[src/rtl/rbm_pkg.sv]
// Shared types and constants of the six-page 8 KB ROM bank mapper.
// Used by rbm_bank_regs, rbm_decode and the top level; depends on nothing.
package rbm_pkg;

	localparam int PAGE_COUNT = 6;
	localparam int OFFSET_BITS = 13;
	localparam int ROM_ADDR_BITS = 21;
	localparam int ROM_BANK_BITS = ROM_ADDR_BITS - OFFSET_BITS;

	localparam logic [15:0] REG_ADDR = 16'h8000;
	localparam logic [15:0] RAM_BASE = 16'hC000;
	localparam logic [15:0] MIRROR_SPLIT = 16'hE000;
	localparam logic [15:0] PAGE_SIZE = 16'h2000;
	localparam logic [7:0] FIXED_BANK = 8'h3C;
	localparam logic [7:0] SCRAMBLE = 8'h22;
	localparam logic [7:0] SCRAMBLE_TRIGGER = 8'hFF;
	localparam logic [7:0] BANK_MASK_RESET = 8'd63;

	// Reset banks of pages 0 to 5, before masking to the bank width.
	localparam logic [7:0] PAGE_RESET [PAGE_COUNT] = '{8'h3C, 8'h3C, 8'h01, 8'h00, 8'h03, 8'h02};
	// XOR applied to the register value for each page; pages 0 and 1 use it only when bit 7 is set.
	localparam logic [7:0] PAGE_XOR [PAGE_COUNT] = '{8'h03, 8'h02, 8'h01, 8'h00, 8'h03, 8'h02};

	typedef enum logic [2:0] {
		KIND_ROM_READ = 3'd0,
		KIND_RAM_READ = 3'd1,
		KIND_REG_WRITE = 3'd2,
		KIND_ROM_IGNORED = 3'd3,
		KIND_RAM_WRITE = 3'd4
	} kind_t;

	typedef enum logic {
		CMD_READ = 1'b0,
		CMD_WRITE = 1'b1
	} cmd_t;

	typedef struct packed {
		logic [7:0] write_data;
		logic [15:0] address;
		cmd_t cmd;
	} req_t;

	typedef struct packed {
		logic [15:0] mirror_address;
		logic [15:0] ram_address;
		logic [ROM_ADDR_BITS-1:0] rom_address;
		kind_t kind;
	} rsp_t;

endpackage

[src/rtl/rom_bank_mapper_six_page_8k_top.sv]
// Top level of the six-page 8 KB ROM bank mapper.
// Depends on rbm_pkg, rbm_bank_regs and rbm_decode.
//
// Usage:
//   Slave stream: one CPU bus access per word. tuser carries the access kind
//   (0 read, 1 write); tdata carries the address and the written byte.
//   Master stream: one result word per access. tuser carries the result kind
//   (ROM read, RAM read, bank register write, ignored ROM write, RAM write);
//   tdata carries the ROM byte address, the RAM address and the mirror address.
//   Config channel: cfg_data loads the bank mask; always ready. Write it only
//   while no access is in flight.
// Timing:
//   A word is held in an input register, translated by short logic against the
//   page bank registers and captured in the result register that drives
//   m_axis_tvalid; one word per cycle sustained while m_axis_tready is high.
//   A bank register write takes effect at the edge it leaves the input stage,
//   so the very next word already sees the new page banks.
// Reset:
//   arst_n clears both stages, sets the bank mask to 63, the bank register to
//   zero and the page banks to 3C, 3C, 01, 00, 03, 02 (masked to BANK_BITS).
// Stall:
//   When the receiver holds m_axis_tready low, hold the result, then hold the
//   input stage; s_axis_tready drops only when both are full.
module rom_bank_mapper_six_page_8k_top import rbm_pkg::*; #(
	parameter int BANK_BITS = 8
) (
	input logic clk,
	input logic arst_n,
	input logic s_axis_tvalid,
	output logic s_axis_tready,
	input logic [23:0] s_axis_tdata,   // [15:0] address, [23:16] write_data
	input logic [0:0] s_axis_tuser,    // [0] cmd
	output logic m_axis_tvalid,
	input logic m_axis_tready,
	output logic [55:0] m_axis_tdata,  // [20:0] rom_address, [36:21] ram_address,
	                                   // [52:37] mirror_address, [55:53] zero
	output logic [2:0] m_axis_tuser,   // [2:0] kind
	input logic cfg_valid,
	output logic cfg_ready,
	input logic [7:0] cfg_data         // [7:0] bank_mask
);

	logic [7:0] bank_mask_q;
	logic s1_valid_q;
	req_t req_s1;
	logic out_valid_q;
	rsp_t rsp_q;

	logic out_free;
	logic advance;
	logic accept;
	logic load;
	rsp_t rsp;
	logic [PAGE_COUNT-1:0][BANK_BITS-1:0] page_bank;

	// Configuration: take a word whenever offered.
	assign cfg_ready = 1'b1;

	always_ff @(posedge clk or negedge arst_n) begin
		if (!arst_n) begin
			bank_mask_q <= BANK_MASK_RESET;
		end else if (cfg_valid && cfg_ready) begin
			bank_mask_q <= cfg_data;
		end
	end

	// Handshake: the input stage moves on when the result slot is free.
	assign out_free = !out_valid_q || m_axis_tready;
	assign advance = s1_valid_q && out_free;
	assign s_axis_tready = !s1_valid_q || out_free;
	assign accept = s_axis_tvalid && s_axis_tready;

	always_ff @(posedge clk or negedge arst_n) begin
		if (!arst_n) begin
			s1_valid_q <= 1'b0;
			out_valid_q <= 1'b0;
		end else begin
			if (accept) begin
				s1_valid_q <= 1'b1;
			end else if (advance) begin
				s1_valid_q <= 1'b0;
			end
			if (advance) begin
				out_valid_q <= 1'b1;
			end else if (m_axis_tready) begin
				out_valid_q <= 1'b0;
			end
		end
	end

	// Capture the incoming word.
	always_ff @(posedge clk) begin
		if (accept) begin
			req_s1.cmd <= cmd_t'(s_axis_tuser[0]);
			req_s1.address <= s_axis_tdata[15:0];
			req_s1.write_data <= s_axis_tdata[23:16];
		end
	end

	rbm_decode #(
		.BANK_BITS(BANK_BITS)
	) u_decode (
		.req(req_s1),
		.page_bank(page_bank),
		.rsp(rsp),
		.load(load)
	);

	// Update the banks only once the register write leaves the input stage.
	rbm_bank_regs #(
		.BANK_BITS(BANK_BITS)
	) u_bank_regs (
		.clk(clk),
		.arst_n(arst_n),
		.load(advance && load),
		.load_data(req_s1.write_data),
		.bank_mask(bank_mask_q),
		.page_bank(page_bank)
	);

	// Result register.
	always_ff @(posedge clk) begin
		if (advance) begin
			rsp_q <= rsp;
		end
	end

	assign m_axis_tvalid = out_valid_q;
	assign m_axis_tuser = rsp_q.kind;
	assign m_axis_tdata = {3'b000, rsp_q.mirror_address, rsp_q.ram_address, rsp_q.rom_address};

endmodule

[src/rtl/rbm_bank_regs.sv]
// Bank register and the six page bank registers of the mapper.
// Depends on rbm_pkg.
module rbm_bank_regs import rbm_pkg::*; #(
	parameter int BANK_BITS = 8
) (
	input logic clk,
	input logic arst_n,
	input logic load,
	input logic [7:0] load_data,
	input logic [7:0] bank_mask,
	output logic [PAGE_COUNT-1:0][BANK_BITS-1:0] page_bank
);

	logic [7:0] bank_register_q;
	logic [PAGE_COUNT-1:0][BANK_BITS-1:0] page_bank_q;
	logic [7:0] value;
	logic [BANK_BITS-1:0] mask;
	logic [PAGE_COUNT-1:0][BANK_BITS-1:0] page_next;

	assign mask = bank_mask[BANK_BITS-1:0];

	always_comb begin
		value = load_data;
		if (bank_register_q == SCRAMBLE_TRIGGER) begin
			value = load_data ^ SCRAMBLE;
		end
		for (int p = 0; p < PAGE_COUNT; p++) begin
			page_next[p] = BANK_BITS'(value ^ PAGE_XOR[p]) & mask;
		end
		// Low two pages fall back to the fixed bank unless bit 7 is set.
		if (!value[7]) begin
			page_next[0] = FIXED_BANK[BANK_BITS-1:0] & mask;
			page_next[1] = FIXED_BANK[BANK_BITS-1:0] & mask;
		end
	end

	always_ff @(posedge clk or negedge arst_n) begin
		if (!arst_n) begin
			bank_register_q <= '0;
			for (int p = 0; p < PAGE_COUNT; p++) begin
				page_bank_q[p] <= PAGE_RESET[p][BANK_BITS-1:0];
			end
		end else if (load) begin
			bank_register_q <= value;
			page_bank_q <= page_next;
		end
	end

	assign page_bank = page_bank_q;

endmodule

[src/rtl/rbm_decode.sv]
// Access decode and address translation for one bus word.
// Depends on rbm_pkg.
module rbm_decode import rbm_pkg::*; #(
	parameter int BANK_BITS = 8
) (
	input req_t req,
	input logic [PAGE_COUNT-1:0][BANK_BITS-1:0] page_bank,
	output rsp_t rsp,
	output logic load
);

	logic is_rom_area;
	logic [BANK_BITS-1:0] bank;

	assign is_rom_area = req.address < RAM_BASE;

	always_comb begin
		case (req.address[15:OFFSET_BITS])
			3'd0: bank = page_bank[0];
			3'd1: bank = page_bank[1];
			3'd2: bank = page_bank[2];
			3'd3: bank = page_bank[3];
			3'd4: bank = page_bank[4];
			3'd5: bank = page_bank[5];
			default: bank = '0;
		endcase
	end

	always_comb begin
		rsp = '0;
		load = 1'b0;
		if (is_rom_area) begin
			if (req.cmd == CMD_READ) begin
				rsp.kind = KIND_ROM_READ;
				rsp.rom_address = {ROM_BANK_BITS'(bank), req.address[OFFSET_BITS-1:0]};
			end else if (req.address == REG_ADDR) begin
				rsp.kind = KIND_REG_WRITE;
				load = 1'b1;
			end else begin
				rsp.kind = KIND_ROM_IGNORED;
			end
		end else begin
			rsp.ram_address = req.address;
			if (req.cmd == CMD_READ) begin
				rsp.kind = KIND_RAM_READ;
			end else begin
				rsp.kind = KIND_RAM_WRITE;
				if (req.address < MIRROR_SPLIT) begin
					rsp.mirror_address = req.address + PAGE_SIZE;
				end else begin
					rsp.mirror_address = req.address - PAGE_SIZE;
				end
			end
		end
	end

endmodule
[config.mk]
export PLATFORM = sky130hd
export DESIGN_NAME = rom_bank_mapper_six_page_8k_top
export DESIGN_NICKNAME = d
export VERILOG_FILES = /design/src/rtl/rbm_pkg.sv /design/src/rtl/rom_bank_mapper_six_page_8k_top.sv /design/src/rtl/rbm_bank_regs.sv /design/src/rtl/rbm_decode.sv
export SDC_FILE = /design/constraint.sdc
export NUM_CORES = 1
export LEC_CHECK = 0
export ABC_CLOCK_PERIOD_IN_PS = 6520
export BUFFER_PORTS_ARGS = -buffer_cell sky130_fd_sc_hd__buf_4
export CAP_MARGIN = 30
export CELL_PAD_IN_SITES_DETAIL_PLACEMENT = 0
export CELL_PAD_IN_SITES_GLOBAL_PLACEMENT = 1
export CORE_MARGIN = 2
export CORE_UTILIZATION = 30
export DETAILED_ROUTE_END_ITERATION = 8
export PLACE_DENSITY = 0.57
export SLEW_MARGIN = 20
export SYNTH_ARGS = -nofsm -noshare
export SYNTH_HDL_FRONTEND = slang
export SYNTH_SLANG_ARGS = --single-unit
[constraint.sdc]
create_clock -name clk -period 6.52 [get_ports clk]
set_input_delay 1.304 -clock clk [delete_from_list [all_inputs] [get_ports clk]]
set_output_delay 1.304 -clock clk [all_outputs]
set_load 0.02 [all_outputs]
Word-level counts from Yosys, hierarchy flattened
Index checks and enable logic that the tools add are counted.
Storage, ports and cells
  bits in registers: 147
  output and inout bits: 62
  word-level logic and storage cells: 65
Cells by class
  $add $sub $neg: 2
  order comparisons: 2
  equal/unequal tests: 7
  mux-type cells: 15
  bitwise operators: 10
  reduce and logical (&&, ||, !) cells: 12
Operator list (count)
  $pmux W8 S6: 1
  $and A8 B8 Y8: 4
  $lt A16 B16 Y1 const B: 2
  $mux W16: 2
  $add A16 B14 Y16 const B: 1
  $eq A16 B16 Y1 const B: 1
  $sub A16 B14 Y16 const B: 1
  $mux W3: 3
  $eq A8 B8 Y1 const B: 1
  $mux W1: 8
  $eq A3 B2 Y1 const B: 2
  $eq A3 B3 Y1 const B: 2
  $mux W6: 1
  $not A1 Y1: 4
  $not A2 Y2: 2
  $reduce_bool A2 Y1: 2
  $reduce_or A2 Y1: 2
  $eq A3 B1 Y1 const B: 1
  $logic_and A1 B1 Y1: 3
  $logic_not A3 Y1: 1
  $logic_not A1 Y1: 2
  $logic_or A1 B1 Y1: 2

Depth between registers and ports, before layout
Gate-level depths: netlist of run 1.
  depth in word-level cells: 5
  gate-level depth with buffers: 8
  gate-level depth less buffers: 4

Hierarchy
Synthesis of run 1 repeated with hierarchy kept, for this count alone.
Unflattened totals
  cells, all modules: 372
  area, all modules: 5093.6 sq um
Modules (own cells, without submodules)
  rom_bank_mapper_six_page_8k_top: instances 1, cells each 113, area each 2904.0 sq um, seq. area each 2690.1 sq um
  rbm_bank_regs: instances 1, cells each 131, area each 1302.5 sq um, seq. area each 658.1 sq um
  rbm_decode: instances 1, cells each 128, area each 887.1 sq um, seq. area each 0.0 sq um

Worst setup path after synthesis of run 1
No wires, ideal clock.
  path kind: in2reg
  start point: input port m_axis_tready
  end point: register rsp_q (netlist bit m_axis_tdata[0]), enable pin
  data arrival time: 2.834 ns
  data required time: 6.100 ns
  path slack: 3.267 ns
  stages on the path: 2
  buffers on the path: 0
  cell sequence: nand2b_1 and2_1
Between the ends
  cells in the longest elaborated chain, start to end: 2
RTL lines
  start, declared: RTL line rom_bank_mapper_six_page_8k_top.sv:34  | input logic m_axis_tready,
  $logic_or A1 B1 Y1: RTL line rom_bank_mapper_six_page_8k_top.sv:68  | assign out_free = !out_valid_q || m_axis_tready;
  $logic_and A1 B1 Y1: RTL line rom_bank_mapper_six_page_8k_top.sv:69  | assign advance = s1_valid_q && out_free;
  via advance: RTL line rom_bank_mapper_six_page_8k_top.sv:50  | logic advance;
  end signal, assigned: RTL line rom_bank_mapper_six_page_8k_top.sv:124  | rsp_q <= rsp;
  end, declared: RTL line rom_bank_mapper_six_page_8k_top.sv:47  | rsp_t rsp_q;
The timed path passes the listed nets, and every way through them passes these cells.
A chain may end at the register's enable or synchronous reset.

Worst setup path in the final report of run 1
  start point: input port m_axis_tready
  end point: output port s_axis_tready
Between the ends
  cells in the longest elaborated chain, start to end: 2
RTL lines
  $logic_or A1 B1 Y1: RTL line rom_bank_mapper_six_page_8k_top.sv:68
  $logic_or A1 B1 Y1: RTL line rom_bank_mapper_six_page_8k_top.sv:70  | assign s_axis_tready = !s1_valid_q || out_free;
  end, declared: RTL line rom_bank_mapper_six_page_8k_top.sv:30  | output logic s_axis_tready,
Every way passes these cells.

==> flow_summary_export.csv, run 1 <==
group,metric,value,unit
global_routing,grt_pass1_wl,15.3,mm
layout,diodes,0,
synthesis,synth_top_cell_by_area,"edfxtp_1",
power,comb_power_share,0.082,
placement,io_buffers,95,
worst_setup_path,cp-end-kind,"output pin",
run,maxCapViolations,0,
synthesis,synth-compound-area-share,0.0467,
synthesis,synth-xor-area-share,0.00367,
worst_setup_path,crit_chain,"buf_4 > nand3b_1 > buf_4",
global_routing,grtUsageMet2,0.196,
min_path,min_from,"u_bank_regs.page_bank[10]",
routing,vias_per_cell,4.30,
global_routing,use_met1,0.153,
floorplan,initial_core_util,0.304,
clocking,post-cts-setup-buffers,0,
global_routing,first_global_vias,2763,
clocking,root_buffer,"clkbuf_16",
routing,wl_per_cell,15.5,um
timing,rsz0062_at_grt,"false",
clocking,cts_tree,"yes",
global_routing,antenna_found_initial,0,
worst_setup_path,worst_r2r_path_depth,4,
global_routing,grt-ovfl-total,0,
power,ir_drop,0.000219,V
power,p_leak,2.60,nW
global_routing,grt_max_degree,57,
floorplan,rows,46,
routing,routed_wl,10.0,mm
worst_setup_path,cp.required,5.22,ns
floorplan,die_x,130,um
min_path,hold_path.class,"reg -> reg",
clocking,clock_sinks,117,
layout,syn_to_final_growth,31.1,%
timing,fmax,326,MHz
power,p_clk_frac,0.472,
clocking,clock_latency,0.41,ns
power,seq_power_share,0.446,
global_routing,grt.busiest_layer,"met2",
min_path,holdPathEnd,"u_bank_regs.page_bank[10]",
worst_setup_path,arrival,1.76,ns
worst_setup_path,path_max_fanout,3,
worst_setup_path,rrSetupSlack,3.71,ns
floorplan,die_y,130,um
timing,skew,0.00818,ns
synthesis,yosysUniqueCellTypes,40,
synthesis,ys.flop_type,"edfxtp_1",
timing,period_share,0.471,
routing,drt_iter0_drc,201,
global_routing,grt_usage,0.124,
power,internal_power,1.51,mW
synthesis,synth_top_family_by_area,"simple AND/OR/NAND/NOR gates",
floorplan,die-area,16900,um2
layout,multi_input_area,1290,um2
synthesis,async_flop_share,0.308,
timing,finalSetupTns,0,ns
min_path,hold_depth,2,
synthesis,ys_seq_area_frac,0.701,
layout,fillCellCount,1500,
layout,regArea,3350,um2
timing,relSlewSlack,0.475,
synthesis,syn_inst,318,
power,power_density,315,nW/um2
timing,holdWs,0.484,ns
routing,ant_nets,0,
synthesis,yosys-mux-area-fraction,0.0779,
synthesis,ys_warn_count,0,
clocking,htree_levels,4,
global_routing,grt_use_met3,0.0472,
timing,setup_violations,0,
power,sw_frac_of_total,0.237,
timing,maxSlewViolCount,0,
timing,finalCriticalPeriod,3.07,ns
routing,drtPass1Iterations,4,
synthesis,ys_top_cells_by_area,"edfxtp_1, dfrtp_1, dfstp_2",
timing,tightestPinTransition,0.788,ns
synthesis,synth_simple_gate_area_share,0.138,
run_status,run_status,"finished, final reports clean",
clocking,cts-buffers-inserted,17,
floorplan,core,15700,um2
synthesis,synth_edf_count,81,
synthesis,synth_adder_area_share,0,
routing,vias,2776,
routing,drc_errors,0,
synthesis,syn_avg_cell_area,15.0,um2
power,p_sw,0.467,mW
worst_setup_path,max_stage_delay,0.18,ns
worst_setup_path,critical_path.most_common_cell,"buf_4",
synthesis,synth.top_cell.area_share,0.510,
worst_setup_path,critPathSlowestCell,"buf_4",
worst_setup_path,worstReg2RegStart,"req_s1[16]",
worst_setup_path,critical_path_class,"in -> out",
clocking,cts_buffer_depth,2,
worst_setup_path,rr_endpoint,"u_bank_regs.bank_register_q[0]",
synthesis,synth-seq-cells,117,
clocking,cts_resized,0,
timing,hold_viol,0,
clocking,hold_buffers,0,
synthesis,synthesis.area,4770,um2
placement,dp_hpwl,6.72,mm
worst_setup_path,cp-start-kind,"primary input",
floorplan,pin_count,100,
layout,drive_gt1_frac,0.405,
layout,fin_nets,455,
clocking,clkTransAtPathRegs,0.05,ns
placement,gp_congestion,0.753,
==> per-layer routing <==
metal / wire (um) / part of all wire / vias up
li1: - / - / 1351
met4: 116 / 0.012 / 0
met2: 4830 / 0.48 / 81
met5: 0 / 0 / -
met3: 660 / 0.066 / 12
met1: 4400 / 0.44 / 1332
==> cell usage after synthesis, types with 5 or more instances <==
| cell type | n |
|---|---|
| edfxtp_1 | 81 |
| and2_1 | 32 |
| dfrtp_1 | 24 |
| nor2_1 | 19 |
| and3_1 | 17 |
| mux2_2 | 17 |
| dfstp_2 | 12 |
| o31ai_1 | 12 |
| clkbuf_1 | 11 |
| nand2_1 | 10 |
| o21ai_1 | 10 |
| mux2i_1 | 9 |
| a21oi_1 | 7 |
| buf_6 | 6 |
| mux2_4 | 6 |
| o21ai_0 | 6 |
| nand2b_1 | 5 |
==> layout by cell type, fill, tap and decap left out, types with 2 or more instances in the layout <==
cell,Yosys,routed
a21oi_1,7,7
and2_1,32,31
and3_1,17,17
buf_4,4,99
bufinv_16,0,2
clkbuf_16,0,17
clkbuf_8,0,2
clkinv_4,0,3
clkinvlp_4,0,4
conb_1,2,4
dfrtp_1,24,24
dfstp_2,12,12
edfxtp_1,81,81
inv_1,2,2
inv_6,0,3
mux2_2,17,17
mux2_4,6,6
mux2i_1,9,9
nand2_1,10,10
nand2b_1,5,5
nand4_1,2,2
nor2_1,19,19
nor2b_1,4,4
nor3_1,2,2
o21ai_0,6,6
o21ai_1,10,10
o31ai_1,12,12
xor2_1,2,2
==> area by class of cell <==
type	instances	share of cell area
sequential	117	0.535
timing repair buffer	99	0.119
clock buffer	19	0.0724
clock inverter	13	0.0236
inverter	2	0.00120
multi-input combinational	180	0.206
tap	216	0.0432
==> power by group through the flow <==
stage          Sequential (mW)  Clock, mW  Combinational [mW]
2_1_floorplan            0.919          0              0.0583
3_3_place_gp             0.895          0               0.164
3_5_place_dp             0.896          0               0.165
4_1_cts                  0.882      0.952               0.165
5_1_grt                  0.886      0.985               0.176
6_report                 0.880      0.931               0.163
==> logic make-up (layout without fill, tap and decap cells) <==
group | after synthesis | after routing
buffers and inverters | 23 | 133
DFF | 117 | 117
AOI/OAI and AO/OA | 37 | 37
muxes | 32 | 32
xor gates and xnor gates | 2 | 2
other | 2 | 4
and+or+nand+nor | 105 | 105
==> state kept, by name, indices dropped and copies added, names as in the netlist <==
register / count
bank_mask_q: 8
m_axis_tdata: 53
m_axis_tuser: 3
m_axis_tvalid: 1
req_s1: 25
s1_valid_q: 1
u_bank_regs.bank_register_q: 8
u_bank_regs.page_bank: 18
==> worst max-delay path: cells and delay by family <==
kind | cells | cell delay (ns)
buffers and inverters | 2 | 0.29
AND/OR/NAND/NOR | 1 | 0.17
==> per-stage QoR <==
| step | cells | total power [mW] | instance area [um2] | worst slack, ns | util |
|---|---|---|---|---|---|
| floorplan | 320 | 0.977 | 4780 | 3.27 | - |
| global placement | 613 | 1.06 | 5650 | 3.46 | 0.360 |
| detailed placement | 613 | 1.06 | 5650 | 3.45 | 0.360 |
| CTS | 645 | 2.00 | 6250 | 3.44 | 0.398 |
| global route | 646 | 2.05 | 6260 | 3.41 | 0.398 |
| finish | 646 | 1.97 | 6260 | 3.45 | 0.398 |
==> how the worst max path moves through the flow <==
stage | startpoint | to | slack [ns] | cells past startpoint
3_3_place_gp | m_axis_tready | s_axis_tready | 3.46 | 3
2_1_floorplan | m_axis_tready | m_axis_tdata[0] | 3.27 | 2
3_5_place_dp | m_axis_tready | s_axis_tready | 3.45 | 3
6_report | m_axis_tready | s_axis_tready | 3.45 | 3
4_1_cts | m_axis_tready | s_axis_tready | 3.44 | 3
5_1_grt | m_axis_tready | s_axis_tready | 3.41 | 3
Power figures use the tool's default switching activity.
==> run 2: changes to the inputs <==
--- a/config.mk
+++ b/config.mk
@@ -5,7 +5,7 @@
 export SDC_FILE = /design/constraint.sdc
 export NUM_CORES = 1
 export LEC_CHECK = 0
-export ABC_CLOCK_PERIOD_IN_PS = 6520
+export ABC_CLOCK_PERIOD_IN_PS = 2810
 export BUFFER_PORTS_ARGS = -buffer_cell sky130_fd_sc_hd__buf_4
 export CAP_MARGIN = 30
 export CELL_PAD_IN_SITES_DETAIL_PLACEMENT = 0
@@ -13,7 +13,7 @@
 export CORE_MARGIN = 2
 export CORE_UTILIZATION = 30
 export DETAILED_ROUTE_END_ITERATION = 8
-export PLACE_DENSITY = 0.57
+export PLACE_DENSITY = 0.59
 export SLEW_MARGIN = 20
 export SYNTH_ARGS = -nofsm -noshare
 export SYNTH_HDL_FRONTEND = slang
==> constraint.sdc (replaced) <==
create_clock -name clk -period 2.81 [get_ports clk]
set_input_delay 0.562 -clock clk [delete_from_list [all_inputs] [get_ports clk]]
set_output_delay 0.562 -clock clk [all_outputs]
set_load 0.02 [all_outputs]
==> run 2 against run 1 <==
  * Cell count grew 0.77%
  * Die area is the same
  * Wire length up 0.69%
  * Register-to-register slack lost 3.3 ns
  * Design area is essentially flat
  * Worst setup slack lost 3.0 ns
  * Non-clock buffer count rose by 5
  * Sequential share of layout area about the same
  * Sequential power increased by 130%
  * Clock power is 120% higher
==> flow_summary_export.csv, run 2 (same netlist as run 1, synthesis figures left out) <==
group,metric,value,unit
clocking,clock_sinks,117,
floorplan,die_y,130,um
routing,maxUsedRoutingLayer,"met4",
floorplan,pin_count,100,
routing,met1_length,4.44,mm
global_routing,antenna_found_initial,0,
placement,io_buffers,95,
worst_setup_path,rr_endpoint,"u_bank_regs.bank_register_q[7]",
layout,fillCellCount,1489,
routing,vias,2821,
layout,syn_to_final_growth,31.1,%
routing,wl_met3,472,um
clocking,clock_latency,0.41,ns
timing,skew,0.00693,ns
worst_setup_path,critPathSlowestCell,"or3_1",
global_routing,grt_max_degree,37,
worst_setup_path,cp-start-kind,"flop",
worst_setup_path,max_stage_delay,0.73,ns
global_routing,grt_usage,0.126,
power,p_leak,2.60,nW
routing,drtPass1Iterations,5,
floorplan,die_x,130,um
worst_setup_path,crit_family,"simple AND/OR/NAND/NOR gates",
timing,tightestPinTransition,0.719,ns
floorplan,core,15700,um2
routing,wl_met2,5.02,mm
clocking,cts-buffers-inserted,17,
run,maxCapViolations,0,
timing,maxSlewViolCount,0,
timing,relSlewSlack,0.520,
global_routing,first_global_vias,2927,
floorplan,rows,46,
worst_setup_path,cp.buffers_inverters,0,
floorplan,die-area,16900,um2
placement,placed_area,5710,um2
clocking,cts_buffer_depth,2,
power,ir_drop,0.000522,V
floorplan,initial_core_util,0.304,
placement,gp_congestion,0.708,
clocking,root_buffer,"clkbuf_16",
worst_setup_path,critical_path_class,"reg -> reg",
routing,vias_per_cell,4.33,
routing,drt_iter0_drc,118,
timing,hold_viol,0,
power,power,4.45,mW
layout,mostFrequentLayoutCell,"buf_4",
min_path,hold_path.class,"in -> async",
power,power_density,711,nW/um2
worst_setup_path,worst_r2r_path_depth,4,
timing,setup_violations,0,
timing,rsz0062_at_grt,"false",
clocking,post-cts-setup-buffers,0,
clocking,clkTransAtPathRegs,0.05,ns
layout,layout_common_cells,"buf_4, edfxtp_1, and2_1, dfrtp_1, nor2_1",
timing,fmax,424,MHz
global_routing,grt-ovfl-total,0,
run_status,run_status,"finished, final reports clean",
clocking,hold_buffers,0,
worst_setup_path,arrival,2.65,ns
worst_setup_path,crit_chain,"nor4b_4 > nand4_4 > or3_1 > mux2_4",
worst_setup_path,cp-end-kind,"flop",
worst_setup_path,cp.required,3.10,ns
timing,period_share,0.839,
clocking,cts_resized,0,
routing,ant_nets,0,
placement,dp_hpwl,7.20,mm
layout,largest_reg_flops,53,
routing,drc_errors,0,
timing,finalSetupTns,0,ns
layout,diodes,0,
clocking,htree_levels,4,
global_routing,grt_pass1_wl,15.6,mm
timing,finalCriticalPeriod,2.36,ns
layout,design_area,6260,um2
worst_setup_path,rrSetupSlack,0.45,ns
clocking,cts_tree,"yes",
routing,wl_per_cell,15.5,um
layout,drive_gt1_frac,0.400,
layout,fin_nets,460,
worst_setup_path,path_max_fanout,17,
worst_setup_path,worstReg2RegStart,"req_s1[1]",
routing,routed_wl,10.1,mm
-- run 2: cell types whose count changed in the layout (fill, tap and decap cells not counted) --
cell,change
clkbuf_1,+5
buf_4,+4
clkinv_2,+4
clkinv_4,-3
inv_6,-3
clkbuf_8,-2
buf_12,+1
clkinvlp_4,-1
-- run 2: area by class of cell --
cell class / instances / area (um2) / area share
Clock buffer: 22 / 444 / 0.0710
Clock inverter: 10 / 108 / 0.0172
Inverter: 2 / 7.51 / 0.00120
Multi-Input combinational cell: 180 / 1290 / 0.206
Sequential cell: 117 / 3350 / 0.535
Tap cell: 216 / 270 / 0.0432
Timing Repair Buffer: 104 / 793 / 0.127
-- run 2: how the worst max path moves through the flow --
| stage | from | endpoint | slack, ns | cells past startpoint |
|---|---|---|---|---|
| global placement | req_s1[1] | u_bank_regs.bank_register_q[0] | 0.50 | 4 |
| detailed placement | req_s1[1] | u_bank_regs.bank_register_q[7] | 0.43 | 4 |
| global route | req_s1[1] | u_bank_regs.bank_register_q[7] | 0.30 | 4 |
| CTS | req_s1[1] | u_bank_regs.bank_register_q[7] | 0.43 | 4 |
| floorplan | m_axis_tready | m_axis_tdata[0] | 0.30 | 2 |
| finish | req_s1[1] | u_bank_regs.bank_register_q[7] | 0.45 | 4 |
-- run 2: power breakdown --
group	total [mW]	internal [mW]	switching, mW
clock	2.02	1.29	0.727
sequential	2.03	1.98	0.0541
combinational	0.398	0.167	0.231
-- run 2: through the flow --
stage	setup slack (ns)	std cells	hold slack (ns)	utilization
after global routing	0.297	651	0.126	0.398
after global placement	0.503	619	0.476	0.363
after CTS	0.428	651	0.111	0.398
final	0.452	651	0.111	0.398
after floorplan	0.299	320	0.266	-
after detailed placement	0.434	619	0.481	0.363
-- run 2: metal layers --
layer	GRT usage	vias to the layer above
met2	0.206	77
met1	0.151	1368
li1	-	1365
met4	0.0487	0
met3	0.0480	11
met5	0	-
==> run 3: changes to the inputs <==
--- a/config.mk
+++ b/config.mk
@@ -5,7 +5,7 @@
 export SDC_FILE = /design/constraint.sdc
 export NUM_CORES = 1
 export LEC_CHECK = 0
-export ABC_CLOCK_PERIOD_IN_PS = 2810
+export ABC_CLOCK_PERIOD_IN_PS = 2400
 export BUFFER_PORTS_ARGS = -buffer_cell sky130_fd_sc_hd__buf_4
 export CAP_MARGIN = 30
 export CELL_PAD_IN_SITES_DETAIL_PLACEMENT = 0
@@ -13,7 +13,7 @@
 export CORE_MARGIN = 2
 export CORE_UTILIZATION = 30
 export DETAILED_ROUTE_END_ITERATION = 8
-export PLACE_DENSITY = 0.59
+export PLACE_DENSITY = 0.57
 export SLEW_MARGIN = 20
 export SYNTH_ARGS = -nofsm -noshare
 export SYNTH_HDL_FRONTEND = slang
==> constraint.sdc (replaced) <==
create_clock -name clk -period 2.4 [get_ports clk]
set_input_delay 0.48 -clock clk [delete_from_list [all_inputs] [get_ports clk]]
set_output_delay 0.48 -clock clk [all_outputs]
set_load 0.02 [all_outputs]
==> run 3 against run 2 <==
  * Register-to-register slack worse by 0.26 ns
  * Global-route usage down 0.10 points
  * Hold slack worse by 0.092 ns
  * Sequential share of layout area down 0.17 points
  * Maximum frequency up 6.9%
  * Power up 16%
  * Via count down 0.78%
  * Critical path depth up 1
  * Combinational power up 18%
  * Clock power up 15%
  * Die area unchanged
  * Non-clock buffer count up 2
  * Critical endpoint is now u_bank_regs.page_bank[0]
==> flow_summary_export.csv, run 3 (same netlist as run 1, synthesis figures left out) <==
group,metric,value,unit
floorplan,die_x,130,um
layout,syn_to_final_growth,31.5,%
clocking,root_buffer,"clkbuf_16",
clocking,cts_tree,"yes",
layout,mostFrequentLayoutCell,"buf_4",
floorplan,core,15700,um2
layout,largest_reg_flops,53,
layout,fin_nets,462,
run,maxCapViolations,0,
global_routing,first_global_vias,2915,
clocking,htree_levels,4,
worst_setup_path,cp.required,2.69,ns
power,sw_frac_of_total,0.226,
timing,relSlewSlack,0.628,
layout,diodes,0,
routing,drc_errors,0,
clocking,post-cts-setup-buffers,0,
placement,io_buffers,95,
floorplan,rows,46,
routing,drtPass1Iterations,4,
floorplan,initial_core_util,0.304,
power,p_clk_frac,0.450,
layout,layout_common_cells,"buf_4, edfxtp_1, and2_1, dfrtp_1, nor2_1",
global_routing,grt_pass1_wl,15.6,mm
clocking,hold_buffers,0,
power,p_leak,2.63,nW
worst_setup_path,cp-end-kind,"flop",
routing,ant_nets,0,
power,comb_power_share,0.091,
timing,maxSlewViolCount,0,
placement,dp_hpwl,6.99,mm
global_routing,antenna_found_initial,0,
global_routing,grt_max_degree,37,
power,seq_power_share,0.459,
power,p_sw,1.17,mW
floorplan,die-area,16900,um2
global_routing,grt-ovfl-total,0,
routing,routed_wl,9.97,mm
timing,period_share,0.920,
timing,skew,0.00861,ns
power,power_density,825,nW/um2
run_status,run_status,"finished, final reports clean",
power,power,5.18,mW
power,ir_drop,0.000427,V
routing,wl_per_cell,15.3,um
clocking,cts_buffer_depth,2,
floorplan,die_y,130,um
worst_setup_path,path_max_fanout,9,
timing,setup_violations,0,
global_routing,grt.busiest_layer,"met2",
clocking,cts_resized,0,
timing,finalSetupTns,0,ns
layout,drive_gt1_frac,0.407,
worst_setup_path,cp-start-kind,"flop",
worst_setup_path,critical_path_class,"reg -> reg",
global_routing,grt_usage,0.125,
routing,vias,2799,
clocking,clock_sinks,117,
timing,finalCriticalPeriod,2.21,ns
min_path,hold_path.class,"in -> async",
timing,hold_viol,0,
global_routing,grt_use_met3,0.0447,
routing,drt_iter0_drc,132,
worst_setup_path,arrival,2.50,ns
routing,vias_per_cell,4.30,
clocking,clkTransAtPathRegs,0.05,ns
global_routing,use_met1,0.152,
timing,tightestPinTransition,0.558,ns
timing,fmax,453,MHz
layout,fillCellCount,1470,
timing,rsz0062_at_grt,"false",
global_routing,grtUsageMet2,0.206,
power,internal_power,4.01,mW
floorplan,pin_count,100,
clocking,cts-buffers-inserted,17,
placement,gp_congestion,0.730,
clocking,clock_latency,0.41,ns
run 3: final cells by class:
cell class	instances	area (um2)	area share
inverter	2	7.51	0.00120
tap	216	270	0.0430
multi-input combinational	180	1290	0.205
clock buffer	18	429	0.0684
timing repair buffer	106	821	0.131
clock inverter	12	115	0.0183
sequential	117	3350	0.533
run 3: layer usage:
| layer | vias up | wire, um |
|---|---|---|
| li1 | 1363 | - |
| met1 | 1346 | 4290 |
| met2 | 81 | 5010 |
| met3 | 9 | 558 |
| met4 | 0 | 111 |
| met5 | - | 0 |
run 3: final timing paths:
| check | from | endpoint | slack (ns) | cells after the start |
|---|---|---|---|---|
| max | req_s1[7] | u_bank_regs.page_bank[0] | 0.19 | 5 |
| min | arst_n | bank_mask_q[6] | 0.02 | 1 |
| max reg2reg | req_s1[7] | u_bank_regs.page_bank[0] | 0.19 | 5 |
| min reg2reg | u_bank_regs.page_bank[12] | u_bank_regs.page_bank[12] | 0.49 | 2 |
| max in group asynchronous | arst_n | u_bank_regs.page_bank[32] | 2.03 | 1 |
| min in group clk | s_axis_tdata[20] | req_s1[21] | 0.24 | 1 |
run 3: power by group through the flow:
stage / logic, mW / registers, mW / clock network, mW
after floorplan: 0.159 / 2.49 / 0
after global placement: 0.475 / 2.42 / 0
after detailed placement: 0.479 / 2.42 / 0
after CTS: 0.479 / 2.38 / 2.39
after global routing: 0.511 / 2.39 / 2.48
final: 0.469 / 2.38 / 2.33
run 3: through the flow:
step | setup slack [ns] | instances | utilization | hold WS (ns) | cell area, um2
3_5_place_dp | 0.161 | 621 | 0.365 | 0.469 | 5730
2_1_floorplan | 0.557 | 320 | - | 0.184 | 4780
6_report | 0.193 | 651 | 0.400 | 0.0192 | 6280
5_1_grt | 0.00568 | 651 | 0.400 | 0.0424 | 6280
3_3_place_gp | 0.182 | 621 | 0.365 | 0.466 | 5730
4_1_cts | 0.147 | 651 | 0.400 | 0.0306 | 6280
run 3: worst max-delay path, cell delays in order (launching register included):
cell and delay [ns]:
edfxtp_1 0.42, nor4_1 0.36, nand2_1 0.27, buf_4 0.24, nor3_4 0.41, mux2_2 0.39
